**config.mk**
```make
export PLATFORM = sky130hd
export DESIGN_NAME = fep_ram
export DESIGN_NICKNAME = d
export VERILOG_FILES = /design/src/rtl/fep_ram.sv
export SDC_FILE = /design/constraint.sdc
export NUM_CORES = 1
export LEC_CHECK = 0
export BUFFER_PORTS_ARGS = -buffer_cell sky130_fd_sc_hd__clkbuf_2
export CAP_MARGIN = 0
export CORE_MARGIN = 10
export CORE_UTILIZATION = 55
export DETAILED_ROUTE_END_ITERATION = 10
export PLACE_DENSITY = 0.74
export SLEW_MARGIN = 20
export SYNTH_ARGS = -nofsm -noshare
export SYNTH_HDL_FRONTEND = slang
export SYNTH_SLANG_ARGS = --single-unit
```
**constraint.sdc**
```tcl
create_clock -name clock -period 4.3 [get_ports clock]
set_input_delay 0.86 -clock clock [delete_from_list [all_inputs] [get_ports clock]]
set_output_delay 0.86 -clock clock [all_outputs]
set_load 0.02 [all_outputs]
```
**src/rtl/fep_ram.sv**
```systemverilog
`default_nettype none

module fep_ram #(
   parameter int WIDTH = 32,
   parameter int DEPTH = 16
) (
   input  wire logic                     clock,
   input  wire logic                     wr_en,
   input  wire logic [$clog2(DEPTH)-1:0] wr_addr,
   input  wire logic [WIDTH-1:0]         wr_data,
   input  wire logic [$clog2(DEPTH)-1:0] rd_addr,
   output logic      [WIDTH-1:0]         rd_data
);

   logic [WIDTH-1:0] mem_ff [DEPTH];

   // one write port, registered read port
   always_ff @(posedge clock) begin
      if (wr_en) begin
         mem_ff[wr_addr] <= wr_data;
      end
      rd_data <= mem_ff[rd_addr];
   end

endmodule

`default_nettype wire

```
=== Yosys cells after proc, flatten, opt, wreduce, memory -nomap -nowiden ===
Memories as Yosys holds them, arrays and structs flattened. A register that Yosys moved wholly into a read port is not among the register bits.
Cells that the tools add are included.

* Mux-type cells: 2

{| class="wikitable"
|+ Operators by type and width
! operator !! number
|-
| 1-bit 2-to-1 mux || 2
|}

* Bits in registers: 0
* RAM bits: 512
* Memories: 1
* Output and inout port bits: 32

{| class="wikitable"
|+ Memory list
! name !! depth !! bits a word !! read ports !! clocked after memory_dff !! wr ports !! line !! source
|-
| mem_ff || 16 || 32 || 1 || 1 || 1 || 15 || <nowiki>logic [WIDTH-1:0] mem_ff [DEPTH];</nowiki>
|}

=== Depth between registers and ports, before layout ===
* Depth after elaboration: 2
* Depth in mapped cells: 5
* Depth with buffers taken out: 3

=== Worst setup path before layout ===
Ideal clock, no wire load.

* Kind: input to register
* Start point: input port wr_addr[2]
* End point: memory mem_ff[0][0] (enable)
* Path slack: 0.260 ns
* Stages on the path: 2
* Path buffers: 0
* Setup time: 0.461 ns
* Arrival time: 3.578 ns
* Data required time: 3.839 ns
* Cells stage by stage: or3b_2 nor3_1

{| class="wikitable"
|+ RTL lines
! element !! line !! source
|-
| start, declared || 9 || <nowiki>input wire logic [$clog2(DEPTH)-1:0] wr_addr,</nowiki>
|-
| end, declared || 15 ||
|}

Straight into the memory's write port.

=== Worst setup path in the final report ===
* Start point: input port wr_addr[0]
* End point: memory mem_ff[14][9] (enable)

Straight into the memory's write port.

==> impl_metrics.ini <==
[grt]
overflow = 0
antenna_found_initial = 6
grt_pass1_vias = 9726
grt_pass1_wl_mm = 62.8
grt_max_degree = 49
gr-usage-all-layers = 0.189

[sta]
post-route-period-util = 0.534
setup_ws_ns = 2.00
fin_crit_ns = 2.30
setup_viol = 0
finClkSkew_ns = 0.0210
tns_ns = 0
max-slew-margin-rel = 0.241
tightest_slew_ns = 1.14
rsz0062_at_grt = no
slew_violations = 0
holdWs_ns = 0.666
fmax_mhz = 435
hold_viol = 0

[power_and_ir_drop]
p_leak_uw = 0.00734
swShare = 0.206
p_per_area_nw_per_um2 = 481
net-switching-power_uw = 2260
peakVddDrop_v = 0.000369
power.share.clock = 0.404
seq_power_share = 0.545
comb_power_share = 0.051
p_int_uw = 8690

[setup_path]
cp_slowest_stage_delay_ns = 0.79
critical_path.top_delay_family = simple AND/OR/NAND/NOR gates
endpoint_kind = flop
worstReg2RegEnd = rd_data[8]$_DFF_P_
r2r_slack_ns = 2.82
path_cells = clkbuf_2 > nand2b_1 > nor2_4 > buf_4
crit_fanout = 22
start_kind = primary input
cp.arrival_ns = 2.56
reg2regPathDepth = 3
crit_type = in -> reg
crit_buf_inv = 2
slowest_stage = nor2_4
rr_startpoint = mem_ff[8][8]$_DFFE_PP_
cp_data_required_time_ns = 4.57

[status]
status = finished clean

[drt]
dr.pass1.iters = 5
vias = 9152
vias_per_cell = 6.26
drt_iter0_drc = 931
wl_per_cell_um = 28.4
wl_mm = 41.6
ant_nets = 0
post-route-drc-count = 0

[clocking]
cts_tree = yes
numCtsBuffers = 52
clkTransAtPathRegs_ns = 0.06
post-cts-setup-buffers = 0
clk_latency_ns = 0.59
clockBufferDepth = 3
root_buffer = clkbuf_16
cts_sinks = 544
postCtsHoldBufs = 0
htreeDepth = 2
cts_resized = 0

[place]
pre_cts_ws_ns = 1.36
io_buffers = 73
gp_congestion = 0.752
dp_cells = 1357
place.detailed.hpwl_mm = 22.4
place_area_um2 = 21000

[worst_hold_path]
hold_end = rd_data[20]$_DFF_P_
hp-start = mem_ff[4][20]$_DFFE_PP_
hold_path_class = reg -> reg
holdPathStages = 3

[floorplanning]
coreArea_um2 = 35600
die_area_um2 = 44100
die_h_um = 210
ios = 74
start_util = 0.558
fp.dieW_um = 210
rows = 69

[cells_and_area]
postLayoutCellArea_um2 = 22800
area_growth_pct = 14.6
layout-drive-gt1-share = 0.324
fillers = 2289
nets = 995
instances_no_fill = 1461

[synth]
yosys-top-cells-area = edfxtp_1, mux4_2, dfxtp_1, a22oi_1, nand2_1
yosysWarnings = 0
synth.most_common_cell = edfxtp_1
synth_top_area_share = 0.774
synth_nets = 880
synth_edf_count = 512
ys.flop_type = edfxtp_1
synth-seq-cells = 544
postSynthCellCount = 838
syn_area_um2 = 19900
synth.distinct_cells = 18
ys_seq_area_frac = 0.807
synthTopCellsByCount = edfxtp_1, mux4_2, a22oi_1
syn_avg_cell_area_um2 = 23.7
yosysTopAreaCell = edfxtp_1
synthArstFlopShare = 0

[flow_run]
cap_violations = 0
sequential cells by signal, indices dropped and copies added (netlist names):
name	cells
mem_ff	512
rd_data	32
per-layer routing:
layer | vias up | GRT usage | share of wire
met4 | 0 | 0.0479 | 0.015
met2 | 376 | 0.302 | 0.49
li1 | 3813 | - | -
met5 | - | 0 | 0
met3 | 51 | 0.0454 | 0.078
met1 | 4912 | 0.259 | 0.41
final cells by class:
cell class / count / area, um^2 / area share
antenna: 6 / 15.0 / 0.000660
clock buffer: 79 / 1470 / 0.0647
clock inverter: 16 / 180 / 0.00792
multi-input combinational: 251 / 3750 / 0.165
sequential: 544 / 16000 / 0.704
tap: 461 / 577 / 0.0253
timing repair buffer: 104 / 752 / 0.0330
cell usage in the layout, fill, tap and decap left out:
cell type,netlist,final
mux4_2,128,128
clkbuf_8,0,8
or3b_2,1,1
clkinv_2,0,3
edfxtp_1,512,512
and2_2,0,1
nand3_1,1,1
inv_16,0,1
clkbuf_16,0,52
buf_8,0,1
buf_4,11,22
bufinv_16,0,3
clkinv_1,0,6
inv_6,0,1
nor2b_4,0,2
diode_2,0,6
nand2b_1,2,2
buf_16,0,3
nand3b_1,2,2
clkinv_8,0,1
clkbuf_2,0,71
clkinvlp_4,0,1
nor3_2,0,4
dfxtp_1,32,32
buf_12,0,6
nand2_1,33,33
clkbuf_1,17,20
nor2_4,0,13
a22oi_1,64,64
power groups by stage:
| stage | logic (uW) | registers [uW] | clock network (uW) |
|---|---|---|---|
| after floorplan | 285 | 6110 | 0 |
| after global placement | 547 | 6070 | 0 |
| after detailed placement | 562 | 6080 | 0 |
| after CTS | 565 | 5970 | 4480 |
| after global routing | 602 | 5980 | 4710 |
| final | 559 | 5970 | 4420 |
tightest hold or removal path, delay by kind of cell, from the launching register on:
kind            cells  cell delay (ns)
flops               1             0.31
mux                 1             0.22
compound gates      1             0.06
simple gates        1             0.06
kinds of logic after synthesis:
logic type | after synthesis | synth area share
flops | 544 | 0.807
mux | 128 | 0.145
compound gates | 64 | 0.0242
simple gates | 59 | 0.0127
buf+inv | 43 | 0.0112
metrics by stage:
| stage | total power, uW | utilization |
|---|---|---|
| 2_1_floorplan | 6400 | - |
| 3_3_place_gp | 6620 | 0.590 |
| 3_5_place_dp | 6640 | 0.591 |
| 4_1_cts | 11000 | 0.638 |
| 5_1_grt | 11300 | 0.640 |
| 6_report | 10900 | 0.640 |
how the worst max path moves through the flow:
stage	slack, ns	startpoint	endpoint	depth (start not counted)
global route	1.90	rd_addr[0]	rd_data[30]$_DFF_P_	5
CTS	1.98	rd_addr[0]	rd_data[30]$_DFF_P_	5
floorplan	0.26	wr_addr[2]	mem_ff[0][0]$_DFFE_PP_	2
finish	2.00	wr_addr[0]	mem_ff[14][9]$_DFFE_PP_	4
detailed placement	1.36	rd_addr[0]	rd_data[30]$_DFF_P_	5
global placement	1.42	rd_addr[0]	rd_data[30]$_DFF_P_	5
(Power assumes the default switching activity.)
